**src/rtl/sta_pkg.sv**
```systemverilog
package sta_pkg;

    // field widths
    localparam int HOURS_W    = 10;
    localparam int MS_IN_W    = 7;
    localparam int MS_W       = 6;
    localparam int WRAP_W     = 9;
    localparam int CFG_IDX_W  = 2;
    localparam int CFG_DATA_W = 9;
    // working width of an hour sum before normalization
    localparam int XH_W       = 12;

    // queue between front and back
    localparam int STA_QUEUE_DEPTH = 2;

    // register indexes
    localparam logic [CFG_IDX_W-1:0] REG_HOUR_WRAP  = 2'd0;
    localparam logic [CFG_IDX_W-1:0] REG_ANGLE_MODE = 2'd1;

    localparam logic [WRAP_W-1:0] HOUR_WRAP_RST = 9'd24;

    // radix limits
    localparam logic signed [MS_IN_W-1:0] MS_LAST      = 7'sd59;
    localparam logic signed [XH_W-1:0]    ANGLE_FLOOR  = -12'sd180;

    typedef enum logic {
        CMD_LOAD = 1'b0,
        CMD_ADD  = 1'b1
    } t_cmd;

    // item class decided by the front
    typedef enum logic [1:0] {
        KIND_LOAD,
        KIND_REJECT,
        KIND_ADD
    } t_kind;

    typedef struct packed {
        t_kind                      kind;
        logic signed [HOURS_W-1:0]  hours;
        logic signed [MS_IN_W-1:0]  minutes;
        logic signed [MS_IN_W-1:0]  seconds;
    } t_item;

    // hour modulo unit request / response
    typedef struct packed {
        logic                     start;
        logic signed [XH_W-1:0]   x;
        logic [WRAP_W-1:0]        wrap;
    } t_mod_req;

    typedef struct packed {
        logic               done;
        logic [WRAP_W-1:0]  rem;
    } t_mod_rsp;

endpackage

```
**src/rtl/sexagesimal_time_accumulator_core.sv**
```systemverilog
// Channel   Direction  Handshake                Payload
// input     in         i_valid / o_ready        i_command, i_hours_in, i_minutes_in, i_seconds_in
// result    out        o_valid / i_ready        o_hours_out, o_minutes_out, o_seconds_out,
//                                               o_rejected
// config    in         i_cfg_valid / o_cfg_ready  i_cfg_index, i_cfg_data
//
// A rejected load goes from queue head through the output state to the result register; a load
// also passes one normalization step. An add runs the seconds step, a normalization for a
// minute carry out of it, the minutes step, then an hour step and normalization per hour carry out
// of the minutes and one more pair for the hour delta. Each hour change is normalized directly
// when it lands within one wrap of 0..hour_wrap-1, or clamped in angle mode. Otherwise the serial
// modulo unit takes over, one remainder bit per cycle.
// Synchronous active-low reset; no clearing pass. A two-entry queue keeps input
// transactions flowing while the back end computes or the result register stalls.
module sexagesimal_time_accumulator_core #(
    parameter int QUEUE_DEPTH = sta_pkg::STA_QUEUE_DEPTH
) (
    input  logic                                  i_clk,
    input  logic                                  i_rst_n,
    input  logic                                  i_valid,
    output logic                                  o_ready,
    input  logic                                  i_command,
    input  logic signed [sta_pkg::HOURS_W-1:0]    i_hours_in,
    input  logic signed [sta_pkg::MS_IN_W-1:0]    i_minutes_in,
    input  logic signed [sta_pkg::MS_IN_W-1:0]    i_seconds_in,
    output logic                                  o_valid,
    input  logic                                  i_ready,
    output logic signed [sta_pkg::HOURS_W-1:0]    o_hours_out,
    output logic [sta_pkg::MS_W-1:0]              o_minutes_out,
    output logic [sta_pkg::MS_W-1:0]              o_seconds_out,
    output logic                                  o_rejected,
    input  logic                                  i_cfg_valid,
    output logic                                  o_cfg_ready,
    input  logic [sta_pkg::CFG_IDX_W-1:0]         i_cfg_index,
    input  logic [sta_pkg::CFG_DATA_W-1:0]        i_cfg_data
);
    import sta_pkg::*;

    logic [WRAP_W-1:0]  r_hour_wrap;
    logic               r_angle_mode;
    logic               push;
    logic               pop;
    logic               q_empty;
    logic               q_full;
    t_item              front_item;
    t_item              q_item;

    // configuration registers
    assign o_cfg_ready = 1'b1;
    always_ff @(posedge i_clk) begin
        if (!i_rst_n) begin
            r_hour_wrap  <= HOUR_WRAP_RST;
            r_angle_mode <= 1'b0;
        end else if (i_cfg_valid) begin
            case (i_cfg_index)
                REG_HOUR_WRAP:  r_hour_wrap  <= i_cfg_data[WRAP_W-1:0];
                REG_ANGLE_MODE: r_angle_mode <= i_cfg_data[0];
                default: ;
            endcase
        end
    end

    sta_front u_front (
        .i_valid      (i_valid),
        .o_ready      (o_ready),
        .i_command    (i_command),
        .i_hours_in   (i_hours_in),
        .i_minutes_in (i_minutes_in),
        .i_seconds_in (i_seconds_in),
        .i_full       (q_full),
        .o_push       (push),
        .o_item       (front_item)
    );

    sta_fifo #(
        .DEPTH (QUEUE_DEPTH)
    ) u_fifo (
        .i_clk   (i_clk),
        .i_rst_n (i_rst_n),
        .i_push  (push),
        .i_data  (front_item),
        .i_pop   (pop),
        .o_data  (q_item),
        .o_empty (q_empty),
        .o_full  (q_full)
    );

    sta_back u_back (
        .i_clk         (i_clk),
        .i_rst_n       (i_rst_n),
        .i_item        (q_item),
        .i_empty       (q_empty),
        .o_pop         (pop),
        .i_hour_wrap   (r_hour_wrap),
        .i_angle_mode  (r_angle_mode),
        .o_valid       (o_valid),
        .i_ready       (i_ready),
        .o_hours_out   (o_hours_out),
        .o_minutes_out (o_minutes_out),
        .o_seconds_out (o_seconds_out),
        .o_rejected    (o_rejected)
    );

    // results always carry normalized minutes and seconds
    a_ms_range: assert property (@(posedge i_clk) disable iff (!i_rst_n)
        o_valid |-> (o_minutes_out <= 6'd59) && (o_seconds_out <= 6'd59))
        else $error("minutes or seconds out of range");

    // stored hours stay inside the angle floor and the widest wrap
    a_hours_range: assert property (@(posedge i_clk) disable iff (!i_rst_n)
        o_valid |-> (o_hours_out >= -10'sd180) && (o_hours_out <= 10'sd510))
        else $error("hours out of range");

    // an accepted input transaction sits in the queue on the next cycle
    a_queue_fill: assert property (@(posedge i_clk) disable iff (!i_rst_n)
        (i_valid && o_ready) |=> !q_empty)
        else $error("accepted transaction missing from queue");

endmodule

```
**src/rtl/sta_fifo.sv**
```systemverilog
module sta_fifo #(
    parameter int DEPTH = sta_pkg::STA_QUEUE_DEPTH
) (
    input  logic            i_clk,
    input  logic            i_rst_n,
    input  logic            i_push,
    input  sta_pkg::t_item  i_data,
    input  logic            i_pop,
    output sta_pkg::t_item  o_data,
    output logic            o_empty,
    output logic            o_full
);
    import sta_pkg::*;

    localparam int PTR_W = (DEPTH > 1) ? $clog2(DEPTH) : 1;
    localparam int CNT_W = $clog2(DEPTH + 1);

    t_item              r_mem [DEPTH];
    logic [PTR_W-1:0]   r_wp;
    logic [PTR_W-1:0]   r_rp;
    logic [CNT_W-1:0]   r_cnt;
    logic               do_push;
    logic               do_pop;

    assign o_empty = (r_cnt == '0);
    assign o_full  = (r_cnt == CNT_W'(DEPTH));
    assign do_push = i_push && !o_full;
    assign do_pop  = i_pop && !o_empty;
    assign o_data  = r_mem[r_rp];

    // storage
    always_ff @(posedge i_clk) begin
        if (do_push) begin
            r_mem[r_wp] <= i_data;
        end
    end

    // pointers and fill count
    always_ff @(posedge i_clk) begin
        if (!i_rst_n) begin
            r_wp  <= '0;
            r_rp  <= '0;
            r_cnt <= '0;
        end else begin
            if (do_push) begin
                r_wp <= (r_wp == PTR_W'(DEPTH - 1)) ? '0 : r_wp + 1'b1;
            end
            if (do_pop) begin
                r_rp <= (r_rp == PTR_W'(DEPTH - 1)) ? '0 : r_rp + 1'b1;
            end
            r_cnt <= r_cnt + CNT_W'(do_push) - CNT_W'(do_pop);
        end
    end

endmodule

```
**src/rtl/sta_front.sv**
```systemverilog
module sta_front (
    input  logic                                 i_valid,
    output logic                                 o_ready,
    input  logic                                 i_command,
    input  logic signed [sta_pkg::HOURS_W-1:0]   i_hours_in,
    input  logic signed [sta_pkg::MS_IN_W-1:0]   i_minutes_in,
    input  logic signed [sta_pkg::MS_IN_W-1:0]   i_seconds_in,
    input  logic                                 i_full,
    output logic                                 o_push,
    output sta_pkg::t_item                       o_item
);
    import sta_pkg::*;

    logic load_bad;

    // a load needs minutes and seconds inside 0..59
    assign load_bad = (i_minutes_in < 7'sd0) || (i_minutes_in > MS_LAST) ||
                      (i_seconds_in < 7'sd0) || (i_seconds_in > MS_LAST);

    // classify the transaction
    always_comb begin
        if (t_cmd'(i_command) == CMD_ADD) begin
            o_item.kind = KIND_ADD;
        end else if (load_bad) begin
            o_item.kind = KIND_REJECT;
        end else begin
            o_item.kind = KIND_LOAD;
        end
        o_item.hours   = i_hours_in;
        o_item.minutes = i_minutes_in;
        o_item.seconds = i_seconds_in;
    end

    assign o_ready = !i_full;
    assign o_push  = i_valid && !i_full;

endmodule

```
**src/rtl/sta_hmod.sv**
```systemverilog
module sta_hmod (
    input  logic               i_clk,
    input  logic               i_rst_n,
    input  sta_pkg::t_mod_req  i_req,
    output sta_pkg::t_mod_rsp  o_rsp
);
    import sta_pkg::*;

    localparam int CNT_W = $clog2(XH_W);

    typedef enum logic [1:0] {
        HM_IDLE,
        HM_RUN,
        HM_FIX
    } t_hm_state;

    t_hm_state          r_state;
    logic [XH_W-1:0]    r_mag;
    logic [WRAP_W-1:0]  r_rem;
    logic [WRAP_W-1:0]  r_wrap;
    logic               r_neg;
    logic [CNT_W-1:0]   r_cnt;
    logic               r_done;

    logic [XH_W-1:0]    x_mag;
    logic [WRAP_W:0]    shifted;
    logic [WRAP_W:0]    trial;
    logic [WRAP_W-1:0]  rem_step;

    // magnitude of the dividend; sign is fixed up at the end
    assign x_mag = i_req.x[XH_W-1] ? XH_W'(-i_req.x) : XH_W'(i_req.x);

    // one restoring step per cycle
    assign shifted  = {r_rem, r_mag[XH_W-1]};
    assign trial    = shifted - {1'b0, r_wrap};
    assign rem_step = (shifted >= {1'b0, r_wrap}) ? trial[WRAP_W-1:0]
                                                  : shifted[WRAP_W-1:0];

    always_ff @(posedge i_clk) begin
        if (!i_rst_n) begin
            r_state <= HM_IDLE;
            r_done  <= 1'b0;
            r_cnt   <= '0;
        end else begin
            r_done <= 1'b0;
            case (r_state)
                HM_IDLE: begin
                    if (i_req.start) begin
                        r_mag   <= x_mag;
                        r_rem   <= '0;
                        r_wrap  <= i_req.wrap;
                        r_neg   <= i_req.x[XH_W-1];
                        r_cnt   <= '0;
                        r_state <= HM_RUN;
                    end
                end
                HM_RUN: begin
                    r_rem <= rem_step;
                    r_mag <= r_mag << 1;
                    if (r_cnt == CNT_W'(XH_W - 1)) begin
                        r_state <= HM_FIX;
                    end else begin
                        r_cnt <= r_cnt + 1'b1;
                    end
                end
                HM_FIX: begin
                    // negative dividend with nonzero remainder: fold into 0..wrap-1
                    if (r_neg && (r_rem != '0)) begin
                        r_rem <= r_wrap - r_rem;
                    end
                    r_done  <= 1'b1;
                    r_state <= HM_IDLE;
                end
                default: begin
                    r_state <= HM_IDLE;
                end
            endcase
        end
    end

    assign o_rsp.done = r_done;
    assign o_rsp.rem  = r_rem;

endmodule

```
**src/rtl/sta_back.sv**
```systemverilog
module sta_back (
    input  logic                                  i_clk,
    input  logic                                  i_rst_n,
    input  sta_pkg::t_item                        i_item,
    input  logic                                  i_empty,
    output logic                                  o_pop,
    input  logic [sta_pkg::WRAP_W-1:0]            i_hour_wrap,
    input  logic                                  i_angle_mode,
    output logic                                  o_valid,
    input  logic                                  i_ready,
    output logic signed [sta_pkg::HOURS_W-1:0]    o_hours_out,
    output logic [sta_pkg::MS_W-1:0]              o_minutes_out,
    output logic [sta_pkg::MS_W-1:0]              o_seconds_out,
    output logic                                  o_rejected
);
    import sta_pkg::*;

    typedef enum logic [2:0] {
        ST_IDLE,
        ST_SEC,
        ST_MIN,
        ST_HB,
        ST_NORM,
        ST_WAIT,
        ST_OUT
    } t_state;

    // base-60 digit and carry count
    typedef struct packed {
        logic [2:0]       carry;
        logic [MS_W-1:0]  digit;
    } t_split;

    function automatic t_split split60(input logic signed [7:0] v);
        t_split s;
        if (v >= 8'sd120) begin
            s.digit = MS_W'(v - 8'sd120);
            s.carry = 3'd2;
        end else if (v >= 8'sd60) begin
            s.digit = MS_W'(v - 8'sd60);
            s.carry = 3'd1;
        end else if (v < -8'sd60) begin
            s.digit = MS_W'(v + 8'sd120);
            s.carry = -3'sd2;
        end else if (v < 8'sd0) begin
            s.digit = MS_W'(v + 8'sd60);
            s.carry = -3'sd1;
        end else begin
            s.digit = MS_W'(v);
            s.carry = 3'd0;
        end
        return s;
    endfunction

    t_state                     r_state;
    t_state                     r_ret;
    t_item                      r_item;
    logic signed [HOURS_W-1:0]  r_hour;
    logic [MS_W-1:0]            r_min;
    logic [MS_W-1:0]            r_sec;
    logic signed [XH_W-1:0]     r_x;
    logic signed [2:0]          r_hpend;
    logic                       r_rej;
    logic                       r_out_valid;
    logic signed [HOURS_W-1:0]  r_hours_out;
    logic [MS_W-1:0]            r_minutes_out;
    logic [MS_W-1:0]            r_seconds_out;
    logic                       r_rejected;

    logic signed [7:0]          sec_sum;
    logic signed [7:0]          min_carry_sum;
    logic signed [7:0]          min_sum;
    t_split                     ss;
    t_split                     mc;
    t_split                     ms;
    logic signed [XH_W-1:0]     hour_ext;
    logic signed [XH_W-1:0]     hour_delta;
    logic signed [XH_W-1:0]     wrap_x;
    logic signed [XH_W-1:0]     wrap2_x;
    logic signed [HOURS_W-1:0]  clamp_val;
    logic                       fast_ok;
    logic signed [XH_W-1:0]     fast_val;
    t_mod_req                   mod_req;
    t_mod_rsp                   mod_rsp;

    // seconds step: add delta, then ripple the minute carry
    assign sec_sum       = $signed({2'b00, r_sec}) +
                           $signed({r_item.seconds[MS_IN_W-1], r_item.seconds});
    assign ss            = split60(sec_sum);
    assign min_carry_sum = $signed({2'b00, r_min}) + $signed({{5{ss.carry[2]}}, ss.carry});
    assign mc            = split60(min_carry_sum);

    // minutes step
    assign min_sum = $signed({2'b00, r_min}) +
                     $signed({r_item.minutes[MS_IN_W-1], r_item.minutes});
    assign ms      = split60(min_sum);

    assign hour_ext   = {{(XH_W-HOURS_W){r_hour[HOURS_W-1]}}, r_hour};
    assign hour_delta = {{(XH_W-HOURS_W){r_item.hours[HOURS_W-1]}}, r_item.hours};

    // angle mode clamp
    always_comb begin
        if (r_x > 12'sd0) begin
            clamp_val = '0;
        end else if (r_x < ANGLE_FLOOR) begin
            clamp_val = HOURS_W'(ANGLE_FLOOR);
        end else begin
            clamp_val = HOURS_W'(r_x);
        end
    end

    // wrap mode: values within one wrap of the range resolve directly
    assign wrap_x  = $signed({3'b000, i_hour_wrap});
    assign wrap2_x = $signed({2'b00, i_hour_wrap, 1'b0});
    always_comb begin
        fast_ok  = 1'b1;
        fast_val = r_x;
        if ((r_x >= 12'sd0) && (r_x < wrap_x)) begin
            fast_val = r_x;
        end else if ((r_x >= wrap_x) && (r_x < wrap2_x)) begin
            fast_val = r_x - wrap_x;
        end else if ((r_x < 12'sd0) && (r_x >= -wrap_x)) begin
            fast_val = r_x + wrap_x;
        end else begin
            fast_ok = 1'b0;
        end
    end

    // everything else goes through the serial modulo unit
    assign mod_req.start = (r_state == ST_NORM) && !i_angle_mode &&
                           (i_hour_wrap != '0) && !fast_ok;
    assign mod_req.x     = r_x;
    assign mod_req.wrap  = i_hour_wrap;

    sta_hmod u_hmod (
        .i_clk   (i_clk),
        .i_rst_n (i_rst_n),
        .i_req   (mod_req),
        .o_rsp   (mod_rsp)
    );

    assign o_pop = (r_state == ST_IDLE) && !i_empty;

    // sequencer, stored value and output register
    always_ff @(posedge i_clk) begin
        if (!i_rst_n) begin
            r_state     <= ST_IDLE;
            r_ret       <= ST_IDLE;
            r_hour      <= '0;
            r_min       <= '0;
            r_sec       <= '0;
            r_hpend     <= '0;
            r_out_valid <= 1'b0;
        end else begin
            // result register drains unless a new result replaces it this cycle
            if (r_out_valid && i_ready && (r_state != ST_OUT)) begin
                r_out_valid <= 1'b0;
            end
            case (r_state)
                ST_IDLE: begin
                    if (!i_empty) begin
                        r_item <= i_item;
                        case (i_item.kind)
                            KIND_LOAD: begin
                                r_min   <= i_item.minutes[MS_W-1:0];
                                r_sec   <= i_item.seconds[MS_W-1:0];
                                r_x     <= {{(XH_W-HOURS_W){i_item.hours[HOURS_W-1]}},
                                            i_item.hours};
                                r_rej   <= 1'b0;
                                r_ret   <= ST_OUT;
                                r_state <= ST_NORM;
                            end
                            KIND_REJECT: begin
                                r_rej   <= 1'b1;
                                r_state <= ST_OUT;
                            end
                            default: begin
                                r_rej   <= 1'b0;
                                r_state <= ST_SEC;
                            end
                        endcase
                    end
                end
                ST_SEC: begin
                    r_sec <= ss.digit;
                    r_min <= mc.digit;
                    if (mc.carry != 3'd0) begin
                        r_x     <= hour_ext + $signed({{(XH_W-3){mc.carry[2]}}, mc.carry});
                        r_ret   <= ST_MIN;
                        r_state <= ST_NORM;
                    end else begin
                        r_state <= ST_MIN;
                    end
                end
                ST_MIN: begin
                    r_min   <= ms.digit;
                    r_hpend <= $signed(ms.carry);
                    r_state <= ST_HB;
                end
                ST_HB: begin
                    // minute carries one hour at a time, then the hour delta
                    if (r_hpend > 3'sd0) begin
                        r_x     <= hour_ext + 12'sd1;
                        r_hpend <= r_hpend - 3'sd1;
                        r_ret   <= ST_HB;
                    end else if (r_hpend < 3'sd0) begin
                        r_x     <= hour_ext - 12'sd1;
                        r_hpend <= r_hpend + 3'sd1;
                        r_ret   <= ST_HB;
                    end else begin
                        r_x     <= hour_ext + hour_delta;
                        r_ret   <= ST_OUT;
                    end
                    r_state <= ST_NORM;
                end
                ST_NORM: begin
                    if (i_angle_mode) begin
                        r_hour  <= clamp_val;
                        r_state <= r_ret;
                    end else if (i_hour_wrap == '0) begin
                        r_hour  <= '0;
                        r_state <= r_ret;
                    end else if (fast_ok) begin
                        r_hour  <= HOURS_W'(fast_val);
                        r_state <= r_ret;
                    end else begin
                        r_state <= ST_WAIT;
                    end
                end
                ST_WAIT: begin
                    if (mod_rsp.done) begin
                        r_hour  <= $signed({1'b0, mod_rsp.rem});
                        r_state <= r_ret;
                    end
                end
                ST_OUT: begin
                    if (!r_out_valid || i_ready) begin
                        r_hours_out   <= r_hour;
                        r_minutes_out <= r_min;
                        r_seconds_out <= r_sec;
                        r_rejected    <= r_rej;
                        r_out_valid   <= 1'b1;
                        r_state       <= ST_IDLE;
                    end
                end
                default: begin
                    r_state <= ST_IDLE;
                end
            endcase
        end
    end

    assign o_valid       = r_out_valid;
    assign o_hours_out   = r_hours_out;
    assign o_minutes_out = r_minutes_out;
    assign o_seconds_out = r_seconds_out;
    assign o_rejected    = r_rejected;

endmodule
```
**config.mk**
```make
export PLATFORM = sky130hd
export DESIGN_NAME = sexagesimal_time_accumulator_core
export DESIGN_NICKNAME = d
export VERILOG_FILES = /design/src/rtl/sta_pkg.sv /design/src/rtl/sexagesimal_time_accumulator_core.sv /design/src/rtl/sta_fifo.sv /design/src/rtl/sta_front.sv /design/src/rtl/sta_hmod.sv /design/src/rtl/sta_back.sv
export SDC_FILE = /design/constraint.sdc
export NUM_CORES = 1
export LEC_CHECK = 0
export BUFFER_PORTS_ARGS = -buffer_cell sky130_fd_sc_hd__buf_2
export CAP_MARGIN = 10
export CORE_MARGIN = 2
export CORE_UTILIZATION = 57
export CTS_CLUSTER_DIAMETER = 150
export DETAILED_ROUTE_END_ITERATION = 6
export GPL_TIMING_DRIVEN = 0
export PLACE_DENSITY = 0.85
export SLEW_MARGIN = 20
export SYNTH_ARGS = -nofsm -noshare
export SYNTH_HDL_FRONTEND = slang
export SYNTH_SLANG_ARGS = --single-unit
```
**constraint.sdc**
```tcl
create_clock -name i_clk -period 6.6 [get_ports i_clk]
set_clock_uncertainty 0.05 [all_clocks]
set_input_delay 0.99 -clock i_clk [delete_from_list [all_inputs] [get_ports i_clk]]
set_output_delay 0.99 -clock i_clk [all_outputs]
set_load 0.03 [all_outputs]
```
==> results of run 1 <==
==> critical path: cells and delay by family (launching register included) <==
family	cells	cell delay [ns]
adders and majority gates	7	1.82
buffers and inverters	3	0.44
xor gates and xnor gates	1	0.11
DFF	1	0.44
AOI/OAI and AO/OA	15	2.45
and+or+nand+nor	11	1.66
==> synth_stat cells (all sizes together), types with 20 or more instances <==
library cell	count	area [µm²]
o21ai	78	398
a21o	26	196
nor3	28	140
xnor2	36	315
clkbuf	40	181
nand2	110	415
inv	96	360
mux2	27	308
nor2	119	449
ha	127	1590
a21oi	85	459
xor2	28	245
dfxtp	54	1080
edfxtp	142	4260
nand3	20	100
==> area by class of cell <==
cell class              count  area [µm²]  area share [%]
clock inverters            15         179            1.16
well taps                 285         357            2.31
plain buffers              46         234            1.51
inverters                  98         370            2.40
multi-input cells        1017        7890            51.0
flip-flops and latches    196        5350            34.6
repair buffers            104         659            4.26
clock buffers              17         425            2.75
==> routing by layer <==
layer	vias up	share of wire [%]
met1	5448	41
met3	143	9.9
li1	5229	-
met5	-	0
met2	658	45
met4	0	4.0
==> sequential cells by signal (all words and copies together), names as in the netlist, 2 cells and up, named ones only <==
signal	flops
u_fifo.r_mem	52
u_back.r_item	14
u_back.u_hmod.r_mag	12
u_back.r_x	11
u_back.hour_delta	10
u_back.o_hours_out	10
u_back.r_hour	10
r_hour_wrap	9
u_back.u_hmod.r_rem	9
u_back.u_hmod.r_wrap	9
u_back.o_minutes_out	6
u_back.o_seconds_out	6
u_back.r_min	6
u_back.r_sec	6
u_back.u_hmod.r_cnt	4
u_back.r_hpend	3
u_back.r_ret	3
u_back.r_state	3
u_back.u_hmod.r_state	2
u_fifo.r_cnt	2
==> path summary, 6_finish.rpt <==
kind | from | cells past startpoint | slack, ns | end
max | u_back.r_item[1]$_DFFE_PP_ | 37 | -0.55 | u_back.r_x[9]$_DFFE_PP_
min | u_back.r_hour[0]$_SDFFE_PN0P_ | 0 | 0.41 | u_back.o_hours_out[0]$_DFFE_PP_
max reg2reg | u_back.r_item[1]$_DFFE_PP_ | 37 | -0.55 | u_back.r_x[9]$_DFFE_PP_
min reg2reg | u_back.r_hour[0]$_SDFFE_PN0P_ | 0 | 0.41 | u_back.o_hours_out[0]$_DFFE_PP_
==> timing repair <==
item | 4_1_cts | 5_1_grt
endpoints found under the hold margin | 0 | 0
setup buffers | 30 | 9
pin swaps | 43 | 33
setup endpoints to repair | 21 | 20
resized for setup | 55 | 30
==> through the flow <==
stage | cells | instance area, µm²
floorplan | 1358 | 13400
global placement | 1707 | 14000
detailed placement | 1710 | 14100
CTS | 1769 | 15200
global route | 1778 | 15500
finish | 1778 | 15500
==> logic make-up (layout without fill, tap and decap cells) <==
kind of cell | Yosys count | count (layout) | synth area share (%)
fa+ha+maj | 135 | 135 | 13.2
simple gates | 412 | 412 | 15.2
compound gates | 362 | 362 | 18.9
other cells | 1 | 1 | 0.0284
buf+inv | 145 | 280 | 4.50
mux | 43 | 43 | 3.54
xor+xnor | 64 | 64 | 4.24
flops | 196 | 196 | 40.4
==> placed cells by master, fill, tap and decap left out, drive strengths merged, types with 36 or more instances in the layout <==
| master | count |
|---|---|
| clkbuf | 56 |
| o21ai | 78 |
| a21oi | 85 |
| edfxtp | 142 |
| xnor2 | 36 |
| nand2 | 110 |
| nor2 | 119 |
| ha | 127 |
| buf | 110 |
| inv | 105 |
| dfxtp | 54 |
==> run metrics, run 1 <==
number of global-route vias before repair=10,800; post-detailed-routing wire length=36,600 µm; endpoint class of the critical path=flop; async set or reset register ratio after synthesis=0%; half-perimeter wire length after detailed placement=25,600 µm; placer congestion estimate=0.963; share of layout cells above drive strength 1=19.8%; final count of pins violating max slew=0; post-placement worst setup slack=-1.10 ns; most used routing layer=met2; number of unique standard cell types used by synthesis=100; count of warnings emitted by yosys=0; diode count=0; Syn Nets=1,534; most used flip-flop cell after synthesis=sky130_fd_sc_hd__edfxtp_1; chip width=156 µm; clock sink count=196; clock transition at the registers of the reported paths=0.09 ns; RSZ-0062 raised after global routing=yes; CP Data Required Time=6.87 ns; later-pin clock latency in the skew report=0.45 ns; maximum frequency from static timing analysis=140 MHz; DRT antenna net count=0; number of H-tree branching levels=4; Initial Util=58.2%; row cnt=55; routed wire length per instance=20.6 µm; post-synthesis instance area=0.0132 mm²; classification of the worst-slack hold path=reg2reg; CORE AREA=0.0227 mm²; minimum period implied by the final worst setup slack=7.15 ns; Worst Setup Start Kind=flop; Worst Path Max Fanout=4; ratio of routed vias to standard cells=6.46; total clock buffers created by CTS=17; number of enable-type register cells in the synthesized netlist=142; number of iterations in the first detailed-routing pass=6; worst max-slew margin expressed relative to the limit=35.3%; data arrival time of the critical path=7.41 ns; share of the core filled with cells=68.1%; CTS Hold Bufs=0; number of remaining DRC errors=0; vertical die dimension=156 µm; Root Buffer=sky130_fd_sc_hd__clkbuf_16; Slowest-stage cell, CP=sky130_fd_sc_hd__edfxtp_1; Worst path most repeated cell=sky130_fd_sc_hd__a21oi_2; fraction of met3 tracks used by global routing=5.34%; Layout Nets=1,656; global route total overflow=0; first-pass GRT wire length=56,400 µm; clock tree from TritonCTS=done; average instance area after synthesis=9.74 µm²; met2 usage in global routing=45.8%; setup slack after layout=-0.547 ns; IO Port Bufs=64; pin count of the biggest net entering global routing=27; sequential element share of the synthesized area=40.4%; synthesis-stage register bit count=196; total of max-cap violations=0; total negative slack for setup checks=-2.62 ns; violations in the final reports=setup timing; number of instances in the synthesized netlist=1,358; antenna violations before repair=1; worst hold margin=0.411 ns; Worst-Margin Slew=0.968 ns; final number of setup-violating endpoints=7; maximum root-to-sink buffer count=2; number of filler cells placed in the layout=1,601; GR Util All Layers=29.5%; area overhead of the layout relative to synthesis=16.9%; first-iteration detailed-routing DRC count=1,479; number of ports placed on the die boundary=67; largest stage delay on the critical path=0.44 ns; number of failing hold endpoints at the final stage=0; GR met1 Demand/Resource=41.0%; overall via count from detail_route=11,500; share of the clock period used by the worst path after layout=108%; classification of the worst setup path=reg2reg; status=finished with violations; area of the die=0.0244 mm²
Power of run 1 is left out: the tool's default activity adds up to more than one toggle a clock period on the data nets, which glitch-free logic cannot reach.
==> inputs of run 2 (changes only) <==
--- a/config.mk
+++ b/config.mk
@@ -12,7 +12,7 @@
 export CTS_CLUSTER_DIAMETER = 150
 export DETAILED_ROUTE_END_ITERATION = 6
 export GPL_TIMING_DRIVEN = 0
-export PLACE_DENSITY = 0.85
+export PLACE_DENSITY = 0.86
 export SLEW_MARGIN = 20
 export SYNTH_ARGS = -nofsm -noshare
 export SYNTH_HDL_FRONTEND = slang
==> run metrics, run 2 (synthesized netlist as in run 1, its figures left out) <==
status=finished with violations; violations in the final reports=DRC, setup timing; final count of pins violating max slew=0 (unchanged); cell total after placement=1,709 (-0.058%); Initial Util=58.2% (unchanged); setup slack after layout=-1.02 ns (-0.473 ns); antenna violations before repair=2 (+1); Register Area=0.00535 mm² (about the same); flip-flop count of the largest register, all copies and words added=52 (unchanged); maximum root-to-sink buffer count=2 (unchanged); total clock buffers created by CTS=17 (unchanged); final number of setup-violating endpoints=17 (+10); Crit path buffers/inverters=7 (+4); Slowest-stage cell, CP=sky130_fd_sc_hd__nor3_2; first-pass GRT wire length=63,500 µm (+12%); area overhead of the layout relative to synthesis=20.4%; total of max-cap violations=0 (unchanged); Worst Path Max Fanout=6 (+2); number of iterations in the first detailed-routing pass=7 (+1); number of filler cells placed in the layout=1,456 (-9.1%); number of ports placed on the die boundary=67 (unchanged); Layout Nets=1,700 (+2.7%); number of failing hold endpoints at the final stage=0 (unchanged); overall via count from detail_route=12,700 (+11%); Worst path most repeated cell=sky130_fd_sc_hd__a21oi_2; worst max-slew margin expressed relative to the limit=30.1% (-5.2 points); ratio of routed vias to standard cells=6.99 (+8.2%); area used by multi-input combinational logic=0.00803 mm² (+1.8%); data arrival time of the critical path=7.72 ns (+0.31 ns); top flop regs=u_fifo.r_mem x52, u_back.r_item x14, u_back.u_hmod.r_mag x12; pin count of the biggest net entering global routing=27 (unchanged); RSZ-0062 raised after global routing=yes; minimum period implied by the final worst setup slack=7.62 ns (+0.473 ns); first-iteration detailed-routing DRC count=2,224 (+50%); most frequent cells in the layout=sky130_fd_sc_hd__edfxtp_1, sky130_fd_sc_hd__nor2_1, sky130_fd_sc_hd__nand2_1, sky130_fd_sc_hd__ha_1, sky130_fd_sc_hd__inv_1; number of H-tree branching levels=4 (unchanged); Worst path top cell family by delay=compound AO/OA/AOI/OAI gates; Root Buffer=sky130_fd_sc_hd__clkbuf_16; final non-filler cell total=1,822 (+2.5%); clock transition at the registers of the reported paths=0.08 ns (about the same); number of global-route vias before repair=11,800 (+9.3%); placer congestion estimate=0.958 (-0.48%); most common library cell in the layout ignoring fill and taps=sky130_fd_sc_hd__edfxtp_1; global route total overflow=0 (unchanged); register with the highest flop count=u_fifo.r_mem; share of the clock period used by the worst path after layout=115% (+7.2 points); later-pin clock latency in the skew report=0.45 ns (about the same); vertical die dimension=156 µm (unchanged); classification of the worst-slack hold path=reg2reg; row cnt=55 (unchanged); clock sink count=196 (unchanged); chip width=156 µm (unchanged); CP Data Required Time=6.71 ns (-0.16 ns); routed wire length per instance=24.8 µm (+21%); share of layout cells above drive strength 1=23.1% (+3.3 points); half-perimeter wire length after detailed placement=25,200 µm (-1.8%); IO Port Bufs=64 (unchanged); Worst Setup Start Kind=flop; diode count=0 (unchanged); GR Util All Layers=33.6% (+4.2 points); area of the die=0.0244 mm² (unchanged); CORE AREA=0.0227 mm² (unchanged); classification of the worst setup path=reg2reg; endpoint class of the critical path=flop; largest stage delay on the critical path=0.65 ns (+0.21 ns); maximum frequency from static timing analysis=131 MHz (-6.2%); number of remaining DRC errors=5 (+5); DRT antenna net count=0 (unchanged); post-detailed-routing wire length=45,200 µm (+24%); Worst-Margin Slew=1.04 ns (+0.0733 ns); clock tree from TritonCTS=done
run 2: what timing repair did:
action | 4_1_cts | 5_1_grt
hold buffers | 0 | 0
pin swaps | 60 | 48
buffers inserted | 69 | 19
resized for setup | 77 | 38
endpoints found under the setup margin | 21 | 24
run 2: worst paths after layout:
path | from | end | slack (ns) | cells after the start
worst max-delay path | u_back.r_item[0]$_DFFE_PP_ | u_back.r_x[10]$_DFFE_PP_ | -1.02 | 36
worst min-delay path | u_back.r_hour[0]$_SDFFE_PN0P_ | u_back.o_hours_out[0]$_DFFE_PP_ | 0.45 | 0
worst max register to register | u_back.r_item[0]$_DFFE_PP_ | u_back.r_x[10]$_DFFE_PP_ | -1.02 | 36
worst min register to register | u_back.r_hour[0]$_SDFFE_PN0P_ | u_back.o_hours_out[0]$_DFFE_PP_ | 0.45 | 0
run 2: through the flow:
stage                     TNS (ns)  hold WS (ns)  area (µm²)  utilization, %  worst slack, ns
after floorplan             -0.105         0.350       13400               -          -0.0785
after global placement      -11.48         0.397       14000            61.9           -0.983
after detailed placement     -9.78         0.371       14100            62.1            -1.25
after CTS                    -1.61         0.420       15600            68.8           -0.319
after global routing         -8.07         0.430       15900            70.1            -1.05
final                        -6.12         0.447       15900            70.1            -1.02
run 2: cell type report:
cell class | count | area share, %
Buffer | 46 | 1.48
Clock buffer | 18 | 2.70
Clock inverter | 14 | 0.967
Inverter | 98 | 2.34
Multi-Input combinational cell | 1017 | 50.4
Sequential cell | 196 | 33.6
Tap cell | 285 | 2.24
Timing Repair Buffer | 148 | 6.24
run 2: routing by layer:
metal	up-vias	wire (µm)	track usage, %
met2	1138	19600	54.1
met4	2	3810	18.6
met5	-	13	0
met1	5911	15500	42.2
li1	5306	-	-
met3	370	6320	7.59
Power of run 2 is left out for the same reason.
